--- config.mk ---
export PLATFORM = sky130hd
export DESIGN_NAME = lcs_length_engine_top
export DESIGN_NICKNAME = d
export VERILOG_FILES = /design/src/rtl/lcs_pkg.sv /design/src/rtl/lcs_length_engine_top.sv
export SDC_FILE = /design/constraint.sdc
export NUM_CORES = 2
export LEC_CHECK = 0
export BUFFER_PORTS_ARGS = -buffer_cell sky130_fd_sc_hd__buf_2
export CORE_MARGIN = 1.5
export CORE_UTILIZATION = 60
export DETAILED_ROUTE_END_ITERATION = 12
export GPL_TIMING_DRIVEN = 0
export HOLD_SLACK_MARGIN = 0.02
export MAX_ROUTING_LAYER = met4
export PLACE_DENSITY_LB_ADDON = 0.15
export SLEW_MARGIN = 20
export SYNTH_ARGS = -nofsm -noshare
export SYNTH_HDL_FRONTEND = slang
export SYNTH_SLANG_ARGS = --single-unit
--- constraint.sdc ---
create_clock -name clk -period 14.4 [get_ports clk]
set_input_delay 1.44 -clock clk [delete_from_list [all_inputs] [get_ports clk]]
set_output_delay 1.44 -clock clk [all_outputs]
set_load 0.005 [all_outputs]
--- src/rtl/lcs_pkg.sv ---
// ----------------------------------------------------------------------------
// lcs_pkg
// shared widths, codes and defaults for the lcs length engine
// ----------------------------------------------------------------------------
package lcs_pkg;

	localparam int MAX_LEN_DEF = 64;

	localparam int FUNC_W      = 2;
	localparam int SYM_W       = 8;
	localparam int LEN_FIELD_W = 7;
	localparam int OUT_DATA_W  = 8;

	localparam logic [LEN_FIELD_W-1:0] LEN_FIELD_MAX = 7'd127;

	// func codes
	localparam logic [FUNC_W-1:0] FUNC_APPEND_A = 2'd0;
	localparam logic [FUNC_W-1:0] FUNC_APPEND_B = 2'd1;
	localparam logic [FUNC_W-1:0] FUNC_FINISH   = 2'd2;

endpackage

--- src/rtl/lcs_length_engine_top.sv ---
// ----------------------------------------------------------------------------
// lcs_length_engine_top
// longest common subsequence length of two loaded byte strings, computed
// row by row with one shared compare/max unit over a single row memory
// ----------------------------------------------------------------------------
// channel  dir  handshake                    payload
// s_axis   in   s_axis_tvalid/s_axis_tready  tdata: symbol, tuser: func
// m_axis   out  m_axis_tvalid/m_axis_tready  tdata: lcs_length, tuser: overflow
//
// an append item is written into its string memory in the cycle it is accepted
// a finish item walks the table of strings of m and n bytes row by row: a
// fetch of the a byte in ST_ROW, then per cell a read (ST_CELL_RD) and a write
// (ST_CELL_WR) on the row memory; it goes straight to done if either is empty
// reset clears lengths, overflow flag, sequencer and output valid; the string
// and row memories need no clearing
// appends are accepted while a result waits; a finish waits in done until the
// output register is free
// ----------------------------------------------------------------------------
module lcs_length_engine_top #(
	parameter int MAX_LEN = lcs_pkg::MAX_LEN_DEF
) (
	input  logic                            clk,
	input  logic                            arst_n,
	input  logic                            s_axis_tvalid,
	output logic                            s_axis_tready,
	input  logic [lcs_pkg::SYM_W-1:0]       s_axis_tdata,  // [7:0] symbol
	input  logic [lcs_pkg::FUNC_W-1:0]      s_axis_tuser,  // [1:0] func
	output logic                            m_axis_tvalid,
	input  logic                            m_axis_tready,
	output logic [lcs_pkg::OUT_DATA_W-1:0]  m_axis_tdata,  // [6:0] lcs_length, [7] zero
	output logic                            m_axis_tuser   // [0] overflow
);
	import lcs_pkg::*;

	localparam int LEN_W = $clog2(MAX_LEN + 1);
	localparam int IDX_W = (MAX_LEN > 1) ? $clog2(MAX_LEN) : 1;
	localparam int EXT_W = (LEN_W > LEN_FIELD_W) ? LEN_W : LEN_FIELD_W;

	typedef enum logic [2:0] {
		ST_IDLE,
		ST_ROW,
		ST_CELL_RD,
		ST_CELL_WR,
		ST_DONE
	} state_t;

	state_t state_q;

	logic [SYM_W-1:0] mem_a [MAX_LEN];
	logic [SYM_W-1:0] mem_b [MAX_LEN];
	logic [LEN_W-1:0] mem_dp [MAX_LEN];

	logic [LEN_W-1:0] len_a_q, len_b_q;
	logic             ovf_q;
	logic [LEN_W-1:0] i_q, j_q;
	logic [LEN_W-1:0] diag_q, left_q, res_q;
	logic [SYM_W-1:0] a_sym_q, b_sym_q;
	logic [LEN_W-1:0] dp_rd_q;
	logic             m_valid_q;
	logic [LEN_FIELD_W-1:0] m_len_q;
	logic             m_ovf_q;

	logic             in_acc;
	logic             wr_a, wr_b;
	logic             rd_a, rd_cell;
	logic             wr_dp;
	logic [LEN_W-1:0] up, cell_val, i_nxt, j_nxt;
	logic [EXT_W-1:0] res_ext;
	logic [LEN_FIELD_W-1:0] res_sat;
	logic             out_free;
	logic             out_load;

	assign s_axis_tready = (state_q == ST_IDLE);
	assign in_acc        = s_axis_tvalid && s_axis_tready;

	assign wr_a    = in_acc && (s_axis_tuser == FUNC_APPEND_A) && (len_a_q < LEN_W'(MAX_LEN));
	assign wr_b    = in_acc && (s_axis_tuser == FUNC_APPEND_B) && (len_b_q < LEN_W'(MAX_LEN));
	assign rd_a    = (state_q == ST_ROW);
	assign rd_cell = (state_q == ST_CELL_RD);
	assign wr_dp   = (state_q == ST_CELL_WR);

	// cell recurrence; first row sees zeros above
	assign up       = (i_q == '0) ? '0 : dp_rd_q;
	assign cell_val = (a_sym_q == b_sym_q) ? (diag_q + LEN_W'(1)) :
	                  ((up > left_q) ? up : left_q);
	assign i_nxt    = i_q + LEN_W'(1);
	assign j_nxt    = j_q + LEN_W'(1);

	assign res_ext  = EXT_W'(res_q);
	assign res_sat  = (res_ext > EXT_W'(LEN_FIELD_MAX)) ? LEN_FIELD_MAX :
	                  res_ext[LEN_FIELD_W-1:0];
	assign out_free = !m_valid_q || m_axis_tready;
	assign out_load = (state_q == ST_DONE) && out_free;

	// string and row memories
	always_ff @(posedge clk) begin
		if (wr_a) begin
			mem_a[len_a_q[IDX_W-1:0]] <= s_axis_tdata;
		end
		if (rd_a) begin
			a_sym_q <= mem_a[i_q[IDX_W-1:0]];
		end
	end

	always_ff @(posedge clk) begin
		if (wr_b) begin
			mem_b[len_b_q[IDX_W-1:0]] <= s_axis_tdata;
		end
		if (rd_cell) begin
			b_sym_q <= mem_b[j_q[IDX_W-1:0]];
		end
	end

	always_ff @(posedge clk) begin
		if (wr_dp) begin
			mem_dp[j_q[IDX_W-1:0]] <= cell_val;
		end
		if (rd_cell) begin
			dp_rd_q <= mem_dp[j_q[IDX_W-1:0]];
		end
	end

	// datapath registers
	always_ff @(posedge clk) begin
		case (state_q)
			ST_IDLE: begin
				if (in_acc && (s_axis_tuser == FUNC_FINISH)) begin
					res_q <= '0;
				end
			end
			ST_ROW: begin
				diag_q <= '0;
				left_q <= '0;
			end
			ST_CELL_WR: begin
				diag_q <= up;
				left_q <= cell_val;
				res_q  <= cell_val;
			end
			default: begin
			end
		endcase
	end

	// sequencer and output register
	always_ff @(posedge clk or negedge arst_n) begin
		if (!arst_n) begin
			state_q   <= ST_IDLE;
			len_a_q   <= '0;
			len_b_q   <= '0;
			ovf_q     <= 1'b0;
			i_q       <= '0;
			j_q       <= '0;
			m_valid_q <= 1'b0;
			m_len_q   <= '0;
			m_ovf_q   <= 1'b0;
		end else begin
			if (out_load) begin
				m_valid_q <= 1'b1;
			end else if (m_valid_q && m_axis_tready) begin
				m_valid_q <= 1'b0;
			end
			case (state_q)
				ST_IDLE: begin
					if (in_acc) begin
						case (s_axis_tuser)
							FUNC_APPEND_A: begin
								if (wr_a) begin
									len_a_q <= len_a_q + LEN_W'(1);
								end else begin
									ovf_q <= 1'b1;
								end
							end
							FUNC_APPEND_B: begin
								if (wr_b) begin
									len_b_q <= len_b_q + LEN_W'(1);
								end else begin
									ovf_q <= 1'b1;
								end
							end
							FUNC_FINISH: begin
								i_q <= '0;
								if ((len_a_q == '0) || (len_b_q == '0)) begin
									state_q <= ST_DONE;
								end else begin
									state_q <= ST_ROW;
								end
							end
							default: begin
							end
						endcase
					end
				end
				ST_ROW: begin
					j_q     <= '0;
					state_q <= ST_CELL_RD;
				end
				ST_CELL_RD: begin
					state_q <= ST_CELL_WR;
				end
				ST_CELL_WR: begin
					if (j_nxt == len_b_q) begin
						if (i_nxt == len_a_q) begin
							state_q <= ST_DONE;
						end else begin
							i_q     <= i_nxt;
							state_q <= ST_ROW;
						end
					end else begin
						j_q     <= j_nxt;
						state_q <= ST_CELL_RD;
					end
				end
				ST_DONE: begin
					if (out_free) begin
						m_len_q   <= res_sat;
						m_ovf_q   <= ovf_q;
						len_a_q   <= '0;
						len_b_q   <= '0;
						ovf_q     <= 1'b0;
						state_q   <= ST_IDLE;
					end
				end
				default: begin
					state_q <= ST_IDLE;
				end
			endcase
		end
	end

	assign m_axis_tvalid = m_valid_q;
	assign m_axis_tdata  = OUT_DATA_W'(m_len_q);
	assign m_axis_tuser  = m_ovf_q;

	a_len_bound: assert property (@(posedge clk) disable iff (!arst_n)
		(len_a_q <= LEN_W'(MAX_LEN)) && (len_b_q <= LEN_W'(MAX_LEN)))
		else $error("string length beyond capacity");

	a_cell_in_range: assert property (@(posedge clk) disable iff (!arst_n)
		(state_q == ST_CELL_WR) |-> (i_q < len_a_q) && (j_q < len_b_q))
		else $error("table cell outside loaded strings");

	a_result_from_done: assert property (@(posedge clk) disable iff (!arst_n)
		$rose(m_axis_tvalid) |-> $past(state_q == ST_DONE))
		else $error("result raised outside done");

	a_busy_during_compute: assert property (@(posedge clk) disable iff (!arst_n)
		(state_q == ST_CELL_WR) && (j_nxt != len_b_q) |=> !s_axis_tready)
		else $error("input taken during table compute");

endmodule

; ---- Yosys cells after proc, flatten, opt, wreduce, memory -nomap -nowiden
; Memories as Yosys holds them, arrays and structs flattened. A register that Yosys moved wholly into a read port is not among the register bits.
; Index checks and enable logic that the tools add are counted.
[word_totals]
out_inout_bits = 11
register_bits = 62
mem_count = 3
ramBits = 1472
in_bits = 14
elab_cells = 120
[memory_table]
columns = name, depth, width, rd, rd_ports_with_merged_regs, write_ports, line_no
row1 = mem_a, 64, 8, 1, 1, 1, lcs_length_engine_top.sv:49  ; logic [SYM_W-1:0] mem_a [MAX_LEN];
row2 = mem_b, 64, 8, 1, 1, 1, lcs_length_engine_top.sv:50  ; logic [SYM_W-1:0] mem_b [MAX_LEN];
row3 = mem_dp, 64, 7, 1, 1, 1, lcs_length_engine_top.sv:51  ; logic [LEN_W-1:0] mem_dp [MAX_LEN];
[op_classes]
n_addsub = 5
reduce_logical = 28
eq_ne = 23
order_cmp = 4
mux = 45
[ops]
columns = op, n
row1 = 7-bit two-way mux, 17
row2 = 7-bit one-hot mux with 2 select lines, 7
row3 = "7-bit by 1-bit adder with 7-bit output, second input constant", 5
row4 = 7-bit zero test, 3
row5 = 3-bit two-way mux, 6
row6 = "2-bit by 1-bit != test with 1-bit output, second input constant", 8
row7 = 3-bit one-hot mux with 5 select lines, 1
row8 = 5-bit AND reduction, 3
row9 = 7-bit == test, 2
row10 = "7-bit < comparator, second input constant", 2
row11 = 1-bit two-way mux, 12
row12 = 8-bit == test, 1
row13 = 1-bit logical AND, 8
row14 = 2-bit nonzero test, 4
row15 = 7-bit greater-than comparator, 1
row16 = "7-bit greater-than comparator, second input constant", 1
row17 = "3-bit by 2-bit == test with 1-bit output, second input constant", 2
row18 = "2-bit != test, second input constant", 3
row19 = "3-bit != test, second input constant", 2
row20 = 2-bit AND reduction, 3
row21 = 6-bit AND reduction, 1
row22 = 1-bit one-hot mux with 2 select lines, 2
row23 = "3-bit by 1-bit == test with 1-bit output, second input constant", 1
row24 = "3-bit == test, second input constant", 1
row25 = 8 further kinds, 9

; ---- Logic depth before layout (Yosys ltp)
[logic_depth]
word_depth = 8
mapped_depth = 17
mapped_depth_nobuf = 13

; ---- Worst setup path after synthesis
; Ideal clock, no wire load.
[synth_path]
kind = reg-to-reg
from = register i_q[0]
to = memory mem_dp[0][6] (netlist bit) (data pin)
n_path_buf = 4
setup_time_ns = 0.723
stages_incl_launch_ff = 16
path_slack_ns = 7.991
required_time_ns = 13.677
arrival_time_ns = 5.686
path_cell_list = dfrtp_1 -> buf_2 -> buf_2 -> buf_2 -> buf_2 -> inv_1 -> ha_1 -> nor4b_1 -> nand2_1 -> nand2_1 -> inv_1 -> ha_1 -> a2111oi_0 -> a21oi_1 -> mux2i_1 -> a21boi_0
[synth_via]
elab_chain_len = 5
[synth_rtl]
columns = item, line_no
row1 = start: declaration, lcs_length_engine_top.sv:55  ; logic [LEN_W-1:0] i_q, j_q;
row2 = start signal: assignment, lcs_length_engine_top.sv:206  ; i_q <= i_nxt;
row3 = 7-bit zero test, lcs_length_engine_top.sv:83  ; assign up = (i_q == '0) ? '0 : dp_rd_q;
row4 = 7-bit two-way mux, lcs_length_engine_top.sv:83
row5 = named net up[4], lcs_length_engine_top.sv:67  ; logic [LEN_W-1:0] up, cell_val, i_nxt, j_nxt;
row6 = 7-bit greater-than comparator, lcs_length_engine_top.sv:85  ; ((up > left_q) ? up : left_q);
row7 = 7-bit two-way mux, lcs_length_engine_top.sv:85
row8 = 7-bit two-way mux, lcs_length_engine_top.sv:84  ; assign cell_val = (a_sym_q == b_sym_q) ? (diag_q + LEN_W'(1)) :
row9 = named net cell_val[6], lcs_length_engine_top.sv:67
row10 = end: declaration, lcs_length_engine_top.sv:51
; The timed path passes the listed nets, and every way through them passes these cells.

; ---- Worst setup path after layout
[layout_path]
from = register i_q[1]
to = memory mem_dp[7][0] (netlist bit) (data pin)
; The elaborated chain is that of the path after synthesis.

==> impl_metrics.tcl <==
set metrics [dict create \
    synth_enable_flop_cells 1516 \
    total_area_of_multi_input_combinational_cells_um2 14200 \
    mappedNetlistArea_um2 61800 \
    detail_route.wirelength_um 206000 \
    cpLargestDelayFamily "buffers and inverters" \
    numPlacedInstances 4951 \
    route.top_layer_used "met4" \
    cts.clk_slew.worst_paths_ns 0.06 \
    synth.ff_latch_count 1557 \
    met3WireLength_um 34000 \
    fp.coreArea_um2 102000 \
    drive_gt1_frac 0.174 \
    postSynthAreaPerCell_um2 17.5 \
    grt_antenna_before_repair 7 \
    route.met2.wl_um 85500 \
    met1_length_um 74400 \
    worst_path_largest_cell_delay_ns 0.61 \
    clkLatencyLatePin_ns 0.78 \
    crit_path_start "i_q[1]$_DFFE_PN0P_" \
    wire_length_of_the_first_global_routing_pass_um 283000 \
    path_depth 18 \
    crit_required_ns 15.01 \
    static-leakage-power_uw 0.0224 \
    worstSetupPathType "register to register" \
    hold_depth 2 \
    cts.repair.resized 0 \
    clock_tree.buffer_depth 3 \
    timing.rr.start "i_q[1]$_DFFE_PN0P_" \
    drt-vias-per-instance 7.27 \
    path_cells "buf_2 -> clkbuf_1 -> inv_1 -> ha_1 -> nor4b_1 -> nand2_1 -> nand2_1 -> inv_1 -> ha_1 -> nor2b_1 -> o21a_1 -> o211ai_1 -> a21oi_1 -> a21oi_1 -> a22oi_2 -> buf_6 -> buf_6 -> buf_6" \
    setup-violations-final 0 \
    critical_path.endpoint_type "register" \
    holdWs_ns 0.441 \
    ioPinCount 25 \
    post-cts-setup-buffer-count 0 \
    hold_buffers 0 \
    max-vdd-ir-drop_uv 165 \
    path_max_fanout 17 \
    ctsRootBufferMaster "sky130_fd_sc_hd__clkbuf_16" \
    grt_setup_unrepaired "no" \
    wire_per_inst_um 39.3 \
    synth.distinct_cells 72 \
    firstDrtPassIters 7 \
    drc 0 \
    final_instance_count_without_filler_cells 5243 \
    antenna_violating_nets_post_route 0 \
    power_density_nw_per_um2 218 \
    portBuffers 23 \
    sequential_cell_area_um2 46500 \
    grt_max_degree 100 \
    run_status "finished, final reports clean" \
    pre_cts_slack_ns 8.77 \
    min_path_type "register to register" \
    fmax_mhz 172 \
    post_synth_main_area_contributors "sky130_fd_sc_hd__edfxtp_1 (74%), sky130_fd_sc_hd__mux4_2 (6.3%), sky130_fd_sc_hd__mux2i_1 (2.9%)" \
    timing_max_transition_violations_final 0 \
    timing.final.ws_setup_ns 8.58 \
    hp-start "res_ext[3]$_DFFE_PP_" \
    die_height_um 324 \
    fp_rows 117 \
    netlist.top_cell.by_area "sky130_fd_sc_hd__edfxtp_1" \
    area.growth.synth_to_final_pct 12.2 \
    ys_dominant_reg_cell "sky130_fd_sc_hd__edfxtp_1" \
    finish.utilization 0.680 \
    cts-buffers-inserted 154 \
    grt_use_total 0.414 \
    place_hpwl_um 137000 \
    start_kind "register" \
    synth.yosys.warnings 0 \
    hold_viol_final 0 \
    synth_seq_area_share 0.753 \
    post-route-min-period_ns 5.82 \
    fillers 6752 \
    critical-path-slowest-cell "sky130_fd_sc_hd__nor4b_1" \
    cts_tree "done" \
    total_via_count_after_detailed_routing 38100 \
    async_flop_share 0.0263 \
    tightest_slew_ns 1.32 \
    syn_inst 3527 \
    finalClockSkew_ns 0.0225 \
    slew_headroom 0.112 \
    net_total_in_the_final_layout 3768 \
    cp_data_arrival_time_ns 6.43 \
    critPathBufInv 7 \
    post-route-period-util 0.404 \
    mappedNetlistNets 3556 \
    worst_reg2reg_path_depth 18 \
    drt_iter0_drc 7537 \
    clock-sinks 1557 \
    globalRoute.totalOverflow 0 \
    cts.htree.levels 4 \
    timing.setup.tns_ns 0 \
    critical_path.most_common_cell "sky130_fd_sc_hd__buf_6" \
    drv_cap 0 \
    routabilityCongestion 1.07 \
    initial_utilization 0.606 \
    synth.top_cell.area_share 0.736 \
    first_global_vias 36300 \
    die_area_um2 105000 \
    die_w_um 324 \
]
==> worst reg2reg max path, cell delays in order, from the launching register on <==
cell and delay, ns:
sky130_fd_sc_hd__dfrtp_1 0.57, sky130_fd_sc_hd__buf_2 0.35, sky130_fd_sc_hd__clkbuf_1 0.36, sky130_fd_sc_hd__inv_1 0.29, sky130_fd_sc_hd__ha_1 0.22, sky130_fd_sc_hd__nor4b_1 0.62, sky130_fd_sc_hd__nand2_1 0.31, sky130_fd_sc_hd__nand2_1 0.27
sky130_fd_sc_hd__inv_1 0.07, sky130_fd_sc_hd__ha_1 0.28, sky130_fd_sc_hd__nor2b_1 0.13, sky130_fd_sc_hd__o21a_1 0.12, sky130_fd_sc_hd__o211ai_1 0.11, sky130_fd_sc_hd__a21oi_1 0.56, sky130_fd_sc_hd__a21oi_1 0.20, sky130_fd_sc_hd__a22oi_2 0.52
sky130_fd_sc_hd__buf_6 0.27, sky130_fd_sc_hd__buf_6 0.21, sky130_fd_sc_hd__buf_6 0.20
==> layout by cell type (no fill, tap or decap), drive strengths merged, types with 41 or more instances in the layout <==
master,n
buf,161
clkinv,73
a221oi,99
mux4,173
nor2,331
mux2i,181
edfxtp,1516
mux2,67
o21ai,57
dfrtp,41
a21oi,90
nand2,155
a22oi,66
o22ai,79
clkbuf,306
==> layer usage <==
layer,vias up,GRT usage
met1,19300,0.559
met5,-,-
li1,14700,-
met2,3392,0.549
met3,724,0.163
met4,0,0.204
==> sequential cells by signal, summed over array words and instances, names as in the netlist <==
name and cells:
a_sym_q 8, b_sym_q 8, diag_q 7, dp_rd_q 7, i_q 7, j_q 7, left_q 7, len_a_q 7
len_b_q 7, m_axis_tuser 1, m_axis_tvalid 1, m_len_q 7, mem_a 512, mem_b 512, mem_dp 448, ovf_q 1
res_ext 7, state_q 3
==> path summary, 6_finish.rpt <==
check                      slack (ns)                endpoint
max reg2reg                      8.58  mem_dp[7][0]$_DFFE_PP_
min reg2reg                      0.44  m_len_q[3]$_DFFE_PN0P_
min                              0.44  m_len_q[3]$_DFFE_PN0P_
min in group asynchronous        0.67  m_len_q[2]$_DFFE_PN0P_
max                              8.58  mem_dp[7][0]$_DFFE_PP_
max in group asynchronous       13.32  len_b_q[1]$_DFFE_PN0P_
==> cells by family after synthesis <==
kind of cell / share of synthesized area
simple gates: 0.0483
fa+ha+maj: 0.00304
mux: 0.105
xor+xnor: 0.00510
flops: 0.753
other cells: 0.0000607
buf+inv: 0.0183
compound gates: 0.0676
==> through the flow <==
| stage | power [uW] | cell area (um^2) |
|---|---|---|
| 3_3_place_gp | 10700 | 63600 |
| 2_1_floorplan | 8420 | 61800 |
| 4_1_cts | 14800 | 69300 |
| 6_report | 15100 | 69400 |
| 5_1_grt | 15300 | 69300 |
| 3_5_place_dp | 11000 | 64500 |
==> Yosys cell counts (15+ instances only) <==
cell type and number:
sky130_fd_sc_hd__a211oi_1 19, sky130_fd_sc_hd__a21oi_1 90, sky130_fd_sc_hd__a221o_1 22, sky130_fd_sc_hd__a221oi_1 99
sky130_fd_sc_hd__a22oi_1 66, sky130_fd_sc_hd__buf_2 66, sky130_fd_sc_hd__buf_4 21, sky130_fd_sc_hd__clkbuf_1 112
sky130_fd_sc_hd__dfrtp_1 41, sky130_fd_sc_hd__edfxtp_1 1516, sky130_fd_sc_hd__ha_1 15, sky130_fd_sc_hd__inv_1 26
sky130_fd_sc_hd__mux2_2 67, sky130_fd_sc_hd__mux2i_1 181, sky130_fd_sc_hd__mux4_2 173, sky130_fd_sc_hd__nand2_1 155
sky130_fd_sc_hd__nand3_1 40, sky130_fd_sc_hd__nand4_1 15, sky130_fd_sc_hd__nor2_1 331, sky130_fd_sc_hd__nor2b_1 16
sky130_fd_sc_hd__nor3_1 22, sky130_fd_sc_hd__o21ai_0 57, sky130_fd_sc_hd__o221ai_1 37, sky130_fd_sc_hd__o22ai_1 79
sky130_fd_sc_hd__or3_1 20, sky130_fd_sc_hd__xnor2_1 21, sky130_fd_sc_hd__xor2_1 15
==> layout make-up <==
type                    instances  share of cell area
clock buffers                 192              0.0592
clock inverters                91             0.00978
repair buffers                 56              0.0126
inverters                      29             0.00157
multi-input cells            1722               0.205
flip-flops and latches       1557               0.671
plain buffers                 219              0.0153
diodes                          9            0.000325
well taps                    1368              0.0247
==> power by group <==
group	switching, uW	internal [uW]	leakage, uW	total [uW]
Sequential	67.2	5720	0.0142	5780
Clock	1710	2170	0.00235	3880
Combinational	3840	1590	0.00582	5440
Total	5620	9480	0.0224	15100
(Power assumes the default switching activity.)
